**src/rtl/core/h264sps_pkg.sv**
```systemverilog
// Shared types, constants and helpers for the SPS dimension parser.
`default_nettype none
package h264sps_pkg;

	localparam int unsigned MAX_WIDTH_MBS    = 512;
	localparam int unsigned MAX_HEIGHT_UNITS = 512;
	localparam int unsigned MAX_GOLOMB_ZEROS = 31;
	localparam int unsigned FIFO_DEPTH       = 4;
	localparam int unsigned FIFO_AW          = $clog2(FIFO_DEPTH);

	localparam logic [7:0] EPB_BYTE = 8'h03;

	localparam logic [2:0] ST_OK        = 3'd0;
	localparam logic [2:0] ST_TRUNC     = 3'd1;
	localparam logic [2:0] ST_LONG_CODE = 3'd2;
	localparam logic [2:0] ST_EMPTY     = 3'd3;
	localparam logic [2:0] ST_OVERSIZE  = 3'd4;

	typedef enum logic [4:0] {
		PH_PROFILE, PH_CONSTRAINT, PH_LEVEL, PH_SPS_ID,
		PH_CHROMA, PH_SEP_PLANE, PH_LUMA_DEPTH, PH_CHROMA_DEPTH, PH_BYPASS,
		PH_MATRIX, PH_LIST_FLAG, PH_DELTA,
		PH_LOG2_FRAME, PH_POC_TYPE, PH_POC_LSB, PH_ZERO_FLAG, PH_OFF_NONREF,
		PH_OFF_TB, PH_CYCLE_LEN, PH_CYCLE_OFF,
		PH_NUM_REF, PH_GAPS, PH_WIDTH, PH_HEIGHT, PH_FRAME_ONLY, PH_MBAFF,
		PH_DIRECT8, PH_CROP_FLAG, PH_CROP, PH_DONE
	} phase_t;

	typedef struct packed {
		logic [7:0] data_byte;
		logic       last_byte;
	} in_beat_t;

	typedef struct packed {
		logic [2:0]  status;
		logic [13:0] coded_width;
		logic [14:0] coded_height;
		logic [13:0] visible_width;
		logic [14:0] visible_height;
		logic [12:0] crop_left_px;
		logic [13:0] crop_top_px;
	} out_beat_t;

	// classified byte passed from front to back
	typedef struct packed {
		logic [7:0] data;
		logic       feed;
		logic       last;
		logic       short_unit;
	} work_t;

	function automatic logic [3:0] phase_width(input phase_t p);
		case (p)
			PH_PROFILE, PH_CONSTRAINT, PH_LEVEL: phase_width = 4'd8;
			PH_SEP_PLANE, PH_BYPASS, PH_MATRIX, PH_LIST_FLAG, PH_ZERO_FLAG,
			PH_GAPS, PH_FRAME_ONLY, PH_MBAFF, PH_DIRECT8, PH_CROP_FLAG:
				phase_width = 4'd1;
			default: phase_width = 4'd0;
		endcase
	endfunction

	function automatic logic is_high_profile(input logic [7:0] p);
		case (p)
			8'd100, 8'd110, 8'd122, 8'd244, 8'd44, 8'd83, 8'd86,
			8'd118, 8'd128, 8'd138, 8'd139, 8'd134, 8'd135: is_high_profile = 1'b1;
			default: is_high_profile = 1'b0;
		endcase
	endfunction

endpackage
`default_nettype wire

```
**src/rtl/core/h264sps_front.sv**
```systemverilog
// Front end: header skip, emulation-prevention removal, byte counting.
`default_nettype none
module h264sps_front import h264sps_pkg::*; (
	input  wire logic     clk,
	input  wire logic     arst_n,
	input  wire logic     in_valid,
	input  in_beat_t      in_data,
	output logic          in_stall,
	output logic          q_valid,
	output work_t         q_data,
	input  wire logic     q_full
);
	logic       header_seen_q;
	logic [1:0] zero_run_q;
	logic [2:0] byte_index_q;
	logic       drop;
	logic [2:0] bidx_n;

	assign in_stall = q_full;
	assign q_valid  = in_valid;
	assign drop     = header_seen_q && zero_run_q == 2'd2 && in_data.data_byte == EPB_BYTE;

	always_comb begin
		bidx_n = byte_index_q;
		if (header_seen_q && !drop && byte_index_q < 3'd4)
			bidx_n = byte_index_q + 3'd1;
	end

	assign q_data.data       = in_data.data_byte;
	assign q_data.feed       = header_seen_q && !drop;
	assign q_data.last       = in_data.last_byte;
	assign q_data.short_unit = bidx_n < 3'd4;

	always_ff @(posedge clk or negedge arst_n) begin
		if (!arst_n) begin
			header_seen_q <= 1'b0;
			zero_run_q    <= 2'd0;
			byte_index_q  <= 3'd0;
		end else if (in_valid && !q_full) begin
			if (in_data.last_byte) begin
				header_seen_q <= 1'b0;
				zero_run_q    <= 2'd0;
				byte_index_q  <= 3'd0;
			end else begin
				header_seen_q <= 1'b1;
				byte_index_q  <= bidx_n;
				if (drop)
					zero_run_q <= 2'd0;
				else if (header_seen_q)
					zero_run_q <= (in_data.data_byte != 8'd0) ? 2'd0 :
						(zero_run_q == 2'd3 ? 2'd3 : zero_run_q + 2'd1);
			end
		end
	end
endmodule
`default_nettype wire

```
**src/rtl/core/h264sps_fifo.sv**
```systemverilog
// Short queue between front and back.
`default_nettype none
module h264sps_fifo import h264sps_pkg::*; (
	input  wire logic clk,
	input  wire logic arst_n,
	input  wire logic wr_en,
	input  work_t     wr_data,
	output logic      full,
	output logic      rd_valid,
	output work_t     rd_data,
	input  wire logic rd_en
);
	work_t              mem_q [FIFO_DEPTH];
	logic [FIFO_AW-1:0] wp_q, rp_q;
	logic [FIFO_AW:0]   cnt_q;
	logic               push, pop;

	assign full     = cnt_q == (FIFO_AW+1)'(FIFO_DEPTH);
	assign rd_valid = cnt_q != '0;
	assign rd_data  = mem_q[rp_q];
	assign push     = wr_en && !full;
	assign pop      = rd_en && rd_valid;

	always_ff @(posedge clk) begin
		if (push)
			mem_q[wp_q] <= wr_data;
	end

	always_ff @(posedge clk or negedge arst_n) begin
		if (!arst_n) begin
			wp_q  <= '0;
			rp_q  <= '0;
			cnt_q <= '0;
		end else begin
			if (push) wp_q <= wp_q + 1'b1;
			if (pop)  rp_q <= rp_q + 1'b1;
			cnt_q <= cnt_q + (FIFO_AW+1)'(push) - (FIFO_AW+1)'(pop);
		end
	end
endmodule
`default_nettype wire

```
**src/rtl/core/h264sps_back.sv**
```systemverilog
// Back end: bit-serial Exp-Golomb parse, end-of-unit drain and size math.
`default_nettype none
module h264sps_back import h264sps_pkg::*; (
	input  wire logic clk,
	input  wire logic arst_n,
	input  wire logic q_valid,
	input  work_t     q_data,
	output logic      q_pop,
	output logic      out_valid,
	output out_beat_t out_data,
	input  wire logic out_stall
);
	typedef enum logic [5:0] {
		S_IDLE  = 6'b000001,
		S_BITS  = 6'b000010,
		S_DRAIN = 6'b000100,
		S_CALC1 = 6'b001000,
		S_CALC2 = 6'b010000,
		S_CALC3 = 6'b100000
	} state_t;

	state_t      state_q;
	work_t       cur_q;
	logic [2:0]  bit_q;
	phase_t      phase_q;
	logic [5:0]  gz_q;
	logic [31:0] acc_q;
	logic [5:0]  bl_q;
	logic [7:0]  profile_q;
	logic [1:0]  chroma_q;
	logic        frame_only_q;
	logic [31:0] width_q, height_q;
	logic [31:0] crop_q [4];
	logic [3:0]  list_q;
	logic [6:0]  entry_q;
	logic [7:0]  last_scale_q;
	logic [31:0] cycle_q;
	logic [2:0]  err_q;
	logic        out_full_q;
	out_beat_t   out_q;
	out_beat_t   res_n;
	logic        out_load;

	// calc pipeline registers
	logic [1:0]  ux_s1;
	logic [2:0]  uy_s1;
	logic [33:0] sx_s1, sy_s1;
	logic        big_s1;
	logic [13:0] cw_s1;
	logic [14:0] ch_s1;
	logic [35:0] cx_s2, cy_s2;
	logic [35:0] lx_s2, ty_s2;

	// feed_bit combinational
	logic        b;
	logic        dlv;
	logic [31:0] dv;
	logic [31:0] acc_sh;
	logic        gol;
	logic [31:0] gmask;

	assign gol    = phase_width(phase_q) == 4'd0;
	assign b      = cur_q.data[bit_q];
	assign acc_sh = {acc_q[30:0], b};
	assign gmask  = 32'((33'd1 << gz_q[4:0]) - 33'd1);

	always_comb begin
		dlv = 1'b0;
		dv  = acc_sh;
		if (!gol) begin
			dlv = bl_q == 6'd1;
		end else if (bl_q == 6'd0) begin
			dlv = b && gz_q == 6'd0;
			dv  = '0;
		end else begin
			dlv = bl_q == 6'd1;
			dv  = gmask + acc_sh;
		end
	end

	// next-state of parse for a delivered value
	phase_t      nph;
	logic        set_list0, inc_list, set_scale, chroma_wr, width_wr, height_wr;
	logic        fo_wr, crop_wr, cyc_load, cyc_dec, prof_wr, ent_inc;
	logic [7:0]  ns;
	logic [31:0] dd;
	logic [3:0]  nl;

	always_comb begin
		nph = PH_DONE;
		set_list0 = 1'b0; inc_list = 1'b0; set_scale = 1'b0; chroma_wr = 1'b0;
		width_wr = 1'b0; height_wr = 1'b0; fo_wr = 1'b0; crop_wr = 1'b0;
		cyc_load = 1'b0; cyc_dec = 1'b0; prof_wr = 1'b0; ent_inc = 1'b0;
		dd = dv[0] ? ((dv + 32'd1) >> 1) : (32'd0 - (dv >> 1));
		ns = last_scale_q + dd[7:0];
		nl = list_q + 4'd1;
		case (phase_q)
			PH_PROFILE: begin prof_wr = 1'b1; nph = PH_CONSTRAINT; end
			PH_CONSTRAINT: nph = PH_LEVEL;
			PH_LEVEL: nph = PH_SPS_ID;
			PH_SPS_ID: nph = is_high_profile(profile_q) ? PH_CHROMA : PH_LOG2_FRAME;
			PH_CHROMA: begin
				chroma_wr = 1'b1;
				nph = (dv == 32'd3) ? PH_SEP_PLANE : PH_LUMA_DEPTH;
			end
			PH_SEP_PLANE: nph = PH_LUMA_DEPTH;
			PH_LUMA_DEPTH: nph = PH_CHROMA_DEPTH;
			PH_CHROMA_DEPTH: nph = PH_BYPASS;
			PH_BYPASS: nph = PH_MATRIX;
			PH_MATRIX: begin
				set_list0 = 1'b1;
				nph = dv[0] ? PH_LIST_FLAG : PH_LOG2_FRAME;
			end
			PH_LIST_FLAG: begin
				if (dv[0]) begin
					set_scale = 1'b1;
					nph = PH_DELTA;
				end else begin
					inc_list = 1'b1;
					nph = (nl >= (chroma_q == 2'd3 ? 4'd12 : 4'd8)) ?
						PH_LOG2_FRAME : PH_LIST_FLAG;
				end
			end
			PH_DELTA: begin
				ent_inc = 1'b1;
				if (ns == 8'd0 || (entry_q + 7'd1) >= (list_q < 4'd6 ? 7'd16 : 7'd64)) begin
					inc_list = 1'b1;
					nph = (nl >= (chroma_q == 2'd3 ? 4'd12 : 4'd8)) ?
						PH_LOG2_FRAME : PH_LIST_FLAG;
				end else
					nph = PH_DELTA;
			end
			PH_LOG2_FRAME: nph = PH_POC_TYPE;
			PH_POC_TYPE: nph = (dv == 32'd0) ? PH_POC_LSB :
				(dv == 32'd1) ? PH_ZERO_FLAG : PH_NUM_REF;
			PH_POC_LSB: nph = PH_NUM_REF;
			PH_ZERO_FLAG: nph = PH_OFF_NONREF;
			PH_OFF_NONREF: nph = PH_OFF_TB;
			PH_OFF_TB: nph = PH_CYCLE_LEN;
			PH_CYCLE_LEN: begin
				cyc_load = 1'b1;
				nph = (dv == 32'd0) ? PH_NUM_REF : PH_CYCLE_OFF;
			end
			PH_CYCLE_OFF: begin
				cyc_dec = 1'b1;
				nph = (cycle_q == 32'd1) ? PH_NUM_REF : PH_CYCLE_OFF;
			end
			PH_NUM_REF: nph = PH_GAPS;
			PH_GAPS: nph = PH_WIDTH;
			PH_WIDTH: begin width_wr = 1'b1; nph = PH_HEIGHT; end
			PH_HEIGHT: begin height_wr = 1'b1; nph = PH_FRAME_ONLY; end
			PH_FRAME_ONLY: begin fo_wr = 1'b1; nph = dv[0] ? PH_DIRECT8 : PH_MBAFF; end
			PH_MBAFF: nph = PH_DIRECT8;
			PH_DIRECT8: nph = PH_CROP_FLAG;
			PH_CROP_FLAG: begin set_list0 = 1'b1; nph = dv[0] ? PH_CROP : PH_DONE; end
			PH_CROP: begin
				crop_wr = 1'b1; inc_list = 1'b1;
				nph = (nl >= 4'd4) ? PH_DONE : PH_CROP;
			end
			default: nph = PH_DONE;
		endcase
	end

	logic active, drain_ok, step_en;
	assign active  = err_q == 3'd0 && phase_q != PH_DONE;
	assign drain_ok = gol && bl_q == 6'd0 && gz_q == 6'd0;

	assign q_pop     = state_q == S_IDLE && q_valid;
	assign out_valid = out_full_q;
	assign out_data  = out_q;
	assign out_load  = state_q == S_CALC3 && (!out_full_q || !out_stall);

	always_comb step_en = (state_q == S_BITS && active) ||
		(state_q == S_DRAIN && active && drain_ok && phase_q != PH_CYCLE_OFF);

	always_comb begin
		res_n = '0;
		if (cur_q.short_unit) res_n.status = ST_TRUNC;
		else if (err_q != 3'd0) res_n.status = err_q;
		else if (big_s1) res_n.status = ST_OVERSIZE;
		else if (cx_s2 >= 36'(cw_s1) || cy_s2 >= 36'(ch_s1))
			res_n.status = ST_EMPTY;
		else begin
			res_n.status         = ST_OK;
			res_n.coded_width    = cw_s1;
			res_n.coded_height   = ch_s1;
			res_n.visible_width  = cw_s1 - cx_s2[13:0];
			res_n.visible_height = ch_s1 - cy_s2[14:0];
			res_n.crop_left_px   = lx_s2[12:0];
			res_n.crop_top_px    = ty_s2[13:0];
		end
	end

	always_ff @(posedge clk) begin
		if (q_pop)
			cur_q <= q_data;
		if (state_q == S_CALC1) begin
			ux_s1  <= (chroma_q == 2'd1 || chroma_q == 2'd2) ? 2'd2 : 2'd1;
			uy_s1  <= (frame_only_q ? 3'd1 : 3'd2) << (chroma_q == 2'd1);
			sx_s1  <= {2'b0, crop_q[0]} + {2'b0, crop_q[1]};
			sy_s1  <= {2'b0, crop_q[2]} + {2'b0, crop_q[3]};
			big_s1 <= (33'(width_q) + 33'd1 > 33'(MAX_WIDTH_MBS)) ||
				(33'(height_q) + 33'd1 > 33'(MAX_HEIGHT_UNITS));
			cw_s1  <= 14'((width_q[12:0] + 13'd0 + 14'd1) << 4);
			ch_s1  <= 15'(((15'(height_q[12:0]) + 15'd1) << 4) << !frame_only_q);
		end
		if (state_q == S_CALC2) begin
			cx_s2 <= 36'(sx_s1) * 36'(ux_s1);
			cy_s2 <= 36'(sy_s1) * 36'(uy_s1);
			lx_s2 <= 36'(crop_q[0]) * 36'(ux_s1);
			ty_s2 <= 36'(crop_q[2]) * 36'(uy_s1);
		end
		if (out_load)
			out_q <= res_n;
	end

	always_ff @(posedge clk or negedge arst_n) begin
		if (!arst_n) begin
			state_q <= S_IDLE; bit_q <= 3'd7; out_full_q <= 1'b0;
			phase_q <= PH_PROFILE; gz_q <= '0; acc_q <= '0; bl_q <= 6'd8;
			profile_q <= '0; chroma_q <= 2'd1; frame_only_q <= 1'b0;
			list_q <= '0; entry_q <= '0; last_scale_q <= 8'd8; cycle_q <= '0;
			err_q <= '0;
		end else begin
			if (out_load) out_full_q <= 1'b1;
			else if (out_full_q && !out_stall) out_full_q <= 1'b0;
			case (state_q)
				S_IDLE: if (q_valid) begin
					bit_q <= 3'd7;
					state_q <= q_data.feed ? S_BITS : (q_data.last ? S_DRAIN : S_IDLE);
				end
				S_BITS, S_DRAIN: begin
					if (state_q == S_BITS) begin
						bit_q <= bit_q - 3'd1;
						if (bit_q == 3'd0)
							state_q <= cur_q.last ? S_DRAIN : S_IDLE;
					end else if (!active || cur_q.short_unit)
						state_q <= S_CALC1;
					else if (!drain_ok)
						err_q <= ST_TRUNC;
					else if (phase_q == PH_CYCLE_OFF) begin
						phase_q <= PH_NUM_REF; bl_q <= 6'd0; gz_q <= '0; acc_q <= '0;
					end
					if (step_en && state_q == S_BITS && !dlv) begin
						if (!gol) begin
							acc_q <= acc_sh; bl_q <= bl_q - 6'd1;
						end else if (bl_q == 6'd0) begin
							if (!b) begin
								gz_q <= gz_q + 6'd1;
								if (gz_q + 6'd1 > 6'(MAX_GOLOMB_ZEROS)) err_q <= ST_LONG_CODE;
							end else begin
								bl_q <= gz_q; acc_q <= '0;
							end
						end else begin
							acc_q <= acc_sh; bl_q <= bl_q - 6'd1;
						end
					end
					if (step_en && (dlv || state_q == S_DRAIN)) begin
						phase_q <= nph;
						bl_q  <= {2'b0, phase_width(nph)};
						gz_q  <= '0;
						acc_q <= '0;
						if (prof_wr) profile_q <= dv[7:0];
						if (chroma_wr) chroma_q <= (dv <= 32'd3) ? dv[1:0] : 2'd0;
						if (fo_wr) frame_only_q <= dv[0];
						if (set_list0) list_q <= '0;
						if (inc_list) list_q <= nl;
						if (set_scale) begin entry_q <= '0; last_scale_q <= 8'd8; end
						if (ent_inc) begin
							entry_q <= entry_q + 7'd1;
							if (ns != 8'd0) last_scale_q <= ns;
						end
						if (cyc_load) cycle_q <= dv;
						if (cyc_dec) cycle_q <= cycle_q - 32'd1;
					end
				end
				S_CALC1: state_q <= S_CALC2;
				S_CALC2: state_q <= S_CALC3;
				S_CALC3: if (out_load) begin
					state_q <= S_IDLE;
					phase_q <= PH_PROFILE; gz_q <= '0; acc_q <= '0; bl_q <= 6'd8;
					profile_q <= '0; chroma_q <= 2'd1; frame_only_q <= 1'b0;
					list_q <= '0; entry_q <= '0; last_scale_q <= 8'd8; cycle_q <= '0;
					err_q <= '0;
				end
				default: state_q <= S_IDLE;
			endcase
		end
	end

	// crop and size registers clear at unit end
	always_ff @(posedge clk or negedge arst_n) begin
		if (!arst_n) begin
			width_q <= '0; height_q <= '0;
			crop_q[0] <= '0; crop_q[1] <= '0; crop_q[2] <= '0; crop_q[3] <= '0;
		end else if (out_load) begin
			width_q <= '0; height_q <= '0;
			crop_q[0] <= '0; crop_q[1] <= '0; crop_q[2] <= '0; crop_q[3] <= '0;
		end else if (step_en) begin
			if (crop_wr) crop_q[list_q[1:0]] <= dv;
			if (width_wr) width_q <= dv;
			if (height_wr) height_q <= dv;
		end
	end
endmodule
`default_nettype wire

```
**src/rtl/core/h264_sps_dimension_parser_unit.sv**
```systemverilog
// Top level of the H.264 SPS dimension parser.
//  port group    dir  payload      handshake
//  in_*          in   in_beat_t    in_valid / in_stall
//  out_*         out  out_beat_t   out_valid / out_stall
// A kept byte is popped from the queue, then read one bit per cycle by the
// Exp-Golomb reader; a dropped byte is only popped. The last byte adds a
// drain and size arithmetic in S_CALC1 to S_CALC3. The queue holds 4 beats;
// out_stall holds the result register. Reset returns all state to unit start.
`default_nettype none
module h264_sps_dimension_parser_unit import h264sps_pkg::*; (
	input  wire logic clk,
	input  wire logic arst_n,
	input  wire logic in_valid,
	input  in_beat_t  in_data,
	output logic      in_stall,
	output logic      out_valid,
	output out_beat_t out_data,
	input  wire logic out_stall
);
	logic  f_valid, f_full, b_valid, b_pop;
	work_t f_data, b_data;

	h264sps_front u_front (
		.clk, .arst_n, .in_valid, .in_data, .in_stall,
		.q_valid(f_valid), .q_data(f_data), .q_full(f_full)
	);

	h264sps_fifo u_fifo (
		.clk, .arst_n, .wr_en(f_valid), .wr_data(f_data), .full(f_full),
		.rd_valid(b_valid), .rd_data(b_data), .rd_en(b_pop)
	);

	h264sps_back u_back (
		.clk, .arst_n, .q_valid(b_valid), .q_data(b_data), .q_pop(b_pop),
		.out_valid, .out_data, .out_stall
	);
endmodule
`default_nettype wire
```
**config.mk**
```make
export PLATFORM = sky130hd
export DESIGN_NAME = h264_sps_dimension_parser_unit
export DESIGN_NICKNAME = d
export VERILOG_FILES = /design/src/rtl/core/h264sps_pkg.sv /design/src/rtl/core/h264sps_front.sv /design/src/rtl/core/h264sps_fifo.sv /design/src/rtl/core/h264sps_back.sv /design/src/rtl/core/h264_sps_dimension_parser_unit.sv
export SDC_FILE = /design/constraint.sdc
export NUM_CORES = 2
export LEC_CHECK = 0
export ABC_AREA = 1
export ABC_CLOCK_PERIOD_IN_PS = 9600
export BUFFER_PORTS_ARGS = -buffer_cell sky130_fd_sc_hd__buf_2
export CAP_MARGIN = 10
export CORE_MARGIN = 4
export CORE_UTILIZATION = 45
export DETAILED_ROUTE_END_ITERATION = 10
export MAX_ROUTING_LAYER = met4
export PLACE_DENSITY = 0.74
export SLEW_MARGIN = 10
export SYNTH_ARGS = -nofsm -noshare
export SYNTH_HDL_FRONTEND = slang
export SYNTH_HIERARCHICAL = 1
export SYNTH_SLANG_ARGS = --single-unit
```
**constraint.sdc**
```tcl
create_clock -name clk -period 9.6 [get_ports clk]
set_clock_uncertainty 0.1 [all_clocks]
set_input_delay 0.48 -clock clk [delete_from_list [all_inputs] [get_ports clk]]
set_output_delay 0.48 -clock clk [all_outputs]
set_load 0.005 [all_outputs]
```
==> results.py <==
metrics = {
    "clock_tree": {
        "tritoncts": "done",
        "cts.sinks": 653,
        "clock_latency_ns": 0.64,
        "cts_buffer_depth": 3,
        "clk_pin_slew_worst_paths_ns": 0.07,
        "cts_max_level": 3,
        "clockRootBuffer": "clkbuf_16",
        "cts_buffers": 74,
    },
    "setup_path": {
        "worstPathMaxFanout": 35,
        "cpMostUsedCell": "nand2_1",
        "worst-endpoint-arrival_ns": 6.51,
        "path_class": "reg -> reg",
        "worst_ep_required_time_ns": 10.03,
        "crit_path_end_kind": "flop",
        "critPathTopFamily": "simple AND/OR/NAND/NOR gates",
        "start_kind": "flop",
        "cpPeakStageDelay_ns": 0.58,
        "reg2regPathDepth": 33,
        "reg2reg_to": "u_back/bl_q[0]$_DFFE_PN0P_",
        "r2r_slack_ns": 3.53,
        "critPathBufInv": 5,
        "r2r_start": "u_back/phase_q[4]$_DFFE_PN0P_",
        "crit_slowest_cell": "dfrtp_1",
    },
    "synthesis": {
        "synthXorXnorAreaFrac_pct": 4.75,
        "synth_area_sq_um": 43500,
        "synth_cells": 5432,
        "synth-simple-area-share_pct": 21.4,
        "ys.flop_type": "edfxtp_1",
        "ys_seq_elements": 653,
        "synth_compound_area_share_pct": 11.9,
        "ys.warnings.count": 6,
        "synth.avg_cell_area_sq_um": 8.01,
        "synth.area.mux_share_pct": 0,
        "ys_seq_area_share_pct": 41.3,
        "synth_top_family_by_area": "simple AND/OR/NAND/NOR gates",
        "synth_fa_ha_area_share_pct": 11.1,
        "synth_cell_type_count": 71,
        "async_flop_share_pct": 50.2,
        "synth_edf_count": 325,
    },
    "sta": {
        "slew_viol_final": 0,
        "final-hold-violation-count": 0,
        "rsz0062_at_grt": "no",
        "setup_violations": 0,
        "worst_pin_slew_ns": 1.14,
        "fmax_ghz": 0.165,
        "hold_ws_ns": 0.0500,
        "slew_headroom_pct": 23.8,
        "fin_crit_ns": 6.07,
        "fin_crit_sh_pct": 63.3,
        "finalSetupTns_ns": 0,
    },
    "flow_run": {
        "drv_cap": 0,
    },
    "power_and_ir_drop": {
        "vdd_drop_max_mv": 0.270,
        "power_density_nw_per_um2": 326,
        "fin_total_pwr_uw": 15500,
        "p_leak_uw": 0.0230,
    },
    "detailed_routing": {
        "drt-total-wl_um": 106000,
        "vias": 35900,
        "wl_per_cell_um": 15.6,
        "drtAntennaViolNets": 0,
        "drtIter0Drc": 2936,
        "firstDrtPassIters": 6,
        "drc": 0,
        "via_per_inst": 5.27,
    },
    "placement": {
        "placedCellCount": 6663,
        "place.gp.congestion": 0.949,
        "port_buffers": 94,
        "dp_hpwl_um": 79900,
    },
    "finish": {
        "synthToLayoutAreaGrowth_pct": 9.55,
        "drive_gt1_share_pct": 5.83,
        "nNetsFinal": 5851,
        "nFillCells": 8974,
        "instances_no_fill": 6808,
        "antenna_cells": 0,
    },
    "floorplan": {
        "start_util_pct": 45.6,
        "die_w_um": 319,
        "row_count": 113,
        "ios": 103,
        "die_area_sq_um": 102000,
        "die_h_um": 319,
        "coreArea_sq_um": 95400,
    },
    "grt": {
        "antenna_found_initial": 1,
        "first_global_vias": 33900,
        "grt_max_degree": 104,
        "grt-ovfl-total": 0,
        "grt_pass1_wl_um": 173000,
        "grt_usage_pct": 21.2,
    },
    "min_path": {
        "hold_class": "in -> reg",
        "whs_path_depth": 3,
        "min_to": "u_fifo/wp_q[1]$_DFFE_PN0P_",
        "hp-start": "in_valid",
    },
    "run_status": {
        "outcome": "completed",
    },
}
==> kinds of logic after synthesis <==
group | after synthesis
and+or+nand+nor | 2187
buffers and inverters | 1063
AOI/OAI and AO/OA | 938
DFF | 653
adders and majority gates | 354
xor gates and xnor gates | 236
other | 1
==> per-layer routing <==
layer	global-route usage [%]	wire length, um
met1	28.5	48600
met2	33.9	49000
met3	2.43	5670
met4	6.17	3080
met5	-	0
==> Yosys cell counts, drive strengths merged (76+ instances only) <==
cell type	instances	area share, %
nand2	1212	11
inv	904	7.8
o21ai	463	5.3
nor2	436	4.0
nand3	333	3.9
edfxtp	325	22
dfrtp	321	18
ha	303	8.7
a21oi	274	3.2
xor2	160	3.2
clkbuf	96	0.83
nand4	76	1.1
xnor2	76	1.5
==> final cells by class <==
| type | count | area [sq um] | area share [%] |
|---|---|---|---|
| Sequential cell | 653 | 18000 | 37.7 |
| Timing Repair Buffer | 127 | 753 | 1.58 |
| Clock inverter | 40 | 427 | 0.895 |
| Tap cell | 1265 | 1580 | 3.32 |
| Inverter | 905 | 3400 | 7.14 |
| Clock buffer | 95 | 2070 | 4.33 |
| Multi-Input combinational cell | 3723 | 21500 | 45.0 |
==> flip-flops by register name (all words and copies together) (netlist names), 13 cells and up <==
| name | cells |
|---|---|
| u_back/sx_s1 | 33 |
| u_back/sy_s1 | 33 |
| u_back/cycle_q | 32 |
| u_fifo/mem_q | 44 |
| u_back/lx_s2 | 13 |
| u_back/width_q | 32 |
| u_back/cx_s2 | 35 |
| u_back/cy_s2 | 36 |
| u_back/height_q | 32 |
| u_back/out_data | 80 |
| u_back/crop_q | 128 |
| u_back/acc_q | 31 |
| u_back/ty_s2 | 14 |
==> worst min-delay path, cell delays in order <==
cell	delay, ns
buf_2	0.13
nand3_1	0.08
nand2_1	0.05
==> worst max path at each step <==
stage | start | end | slack, ns | depth (start not counted)
3_3_place_gp | u_back/phase_q[4]$_DFFE_PN0P_ | u_back/bl_q[0]$_DFFE_PN0P_ | 3.71 | 33
4_1_cts | u_back/gz_q[1]$_DFFE_PN0P_ | u_back/list_q[1]$_DFFE_PN0P_ | 3.61 | 37
2_1_floorplan | u_back/state_q[1]$_DFFE_PN0P_ | u_back/big_s1$_DFFE_PP_ | 3.21 | 3
3_5_place_dp | u_back/gz_q[1]$_DFFE_PN0P_ | u_back/bl_q[0]$_DFFE_PN0P_ | 3.63 | 42
5_1_grt | u_back/phase_q[4]$_DFFE_PN0P_ | u_back/bl_q[0]$_DFFE_PN0P_ | 2.99 | 33
6_report | u_back/phase_q[4]$_DFFE_PN0P_ | u_back/bl_q[0]$_DFFE_PN0P_ | 3.53 | 33
==> metrics by stage <==
step | utilization (%) | instance area [sq um] | worst slack, ns
floorplan | - | 43600 | 3.21
global placement | 47.3 | 45100 | 3.71
detailed placement | 47.3 | 45100 | 3.63
CTS | 50.0 | 47700 | 3.61
global route | 50.0 | 47700 | 2.99
finish | 50.0 | 47700 | 3.53
==> placed cells by master, fill, tap and decap left out, drive strengths merged, types with 41 or more instances in the layout <==
cell,n
inv,909
buf,117
o22ai,74
xor2,160
o21ai,463
a21oi,274
clkbuf,95
nand2,1212
nand4,76
nor3,56
ha,303
nor4,41
dfrtp,321
fa,51
nand3,333
xnor2,76
edfxtp,325
nor2,436
==> power breakdown <==
part / switching, uW / total, uW / internal [uW]
Combinational: 6440 / 8910 / 2470
Clock: 1210 / 2890 / 1680
Sequential: 350 / 3750 / 3400
==> repair_timing <==
action / CTS / global route
hold buffers: 10 / 0
setup buffers: 0 / 0
resized for setup: 0 / 0
endpoints found under the setup margin: 0 / 0
endpoints found under the hold margin: 110 / 0
Note: power is estimated with default switching activity, not from simulation.
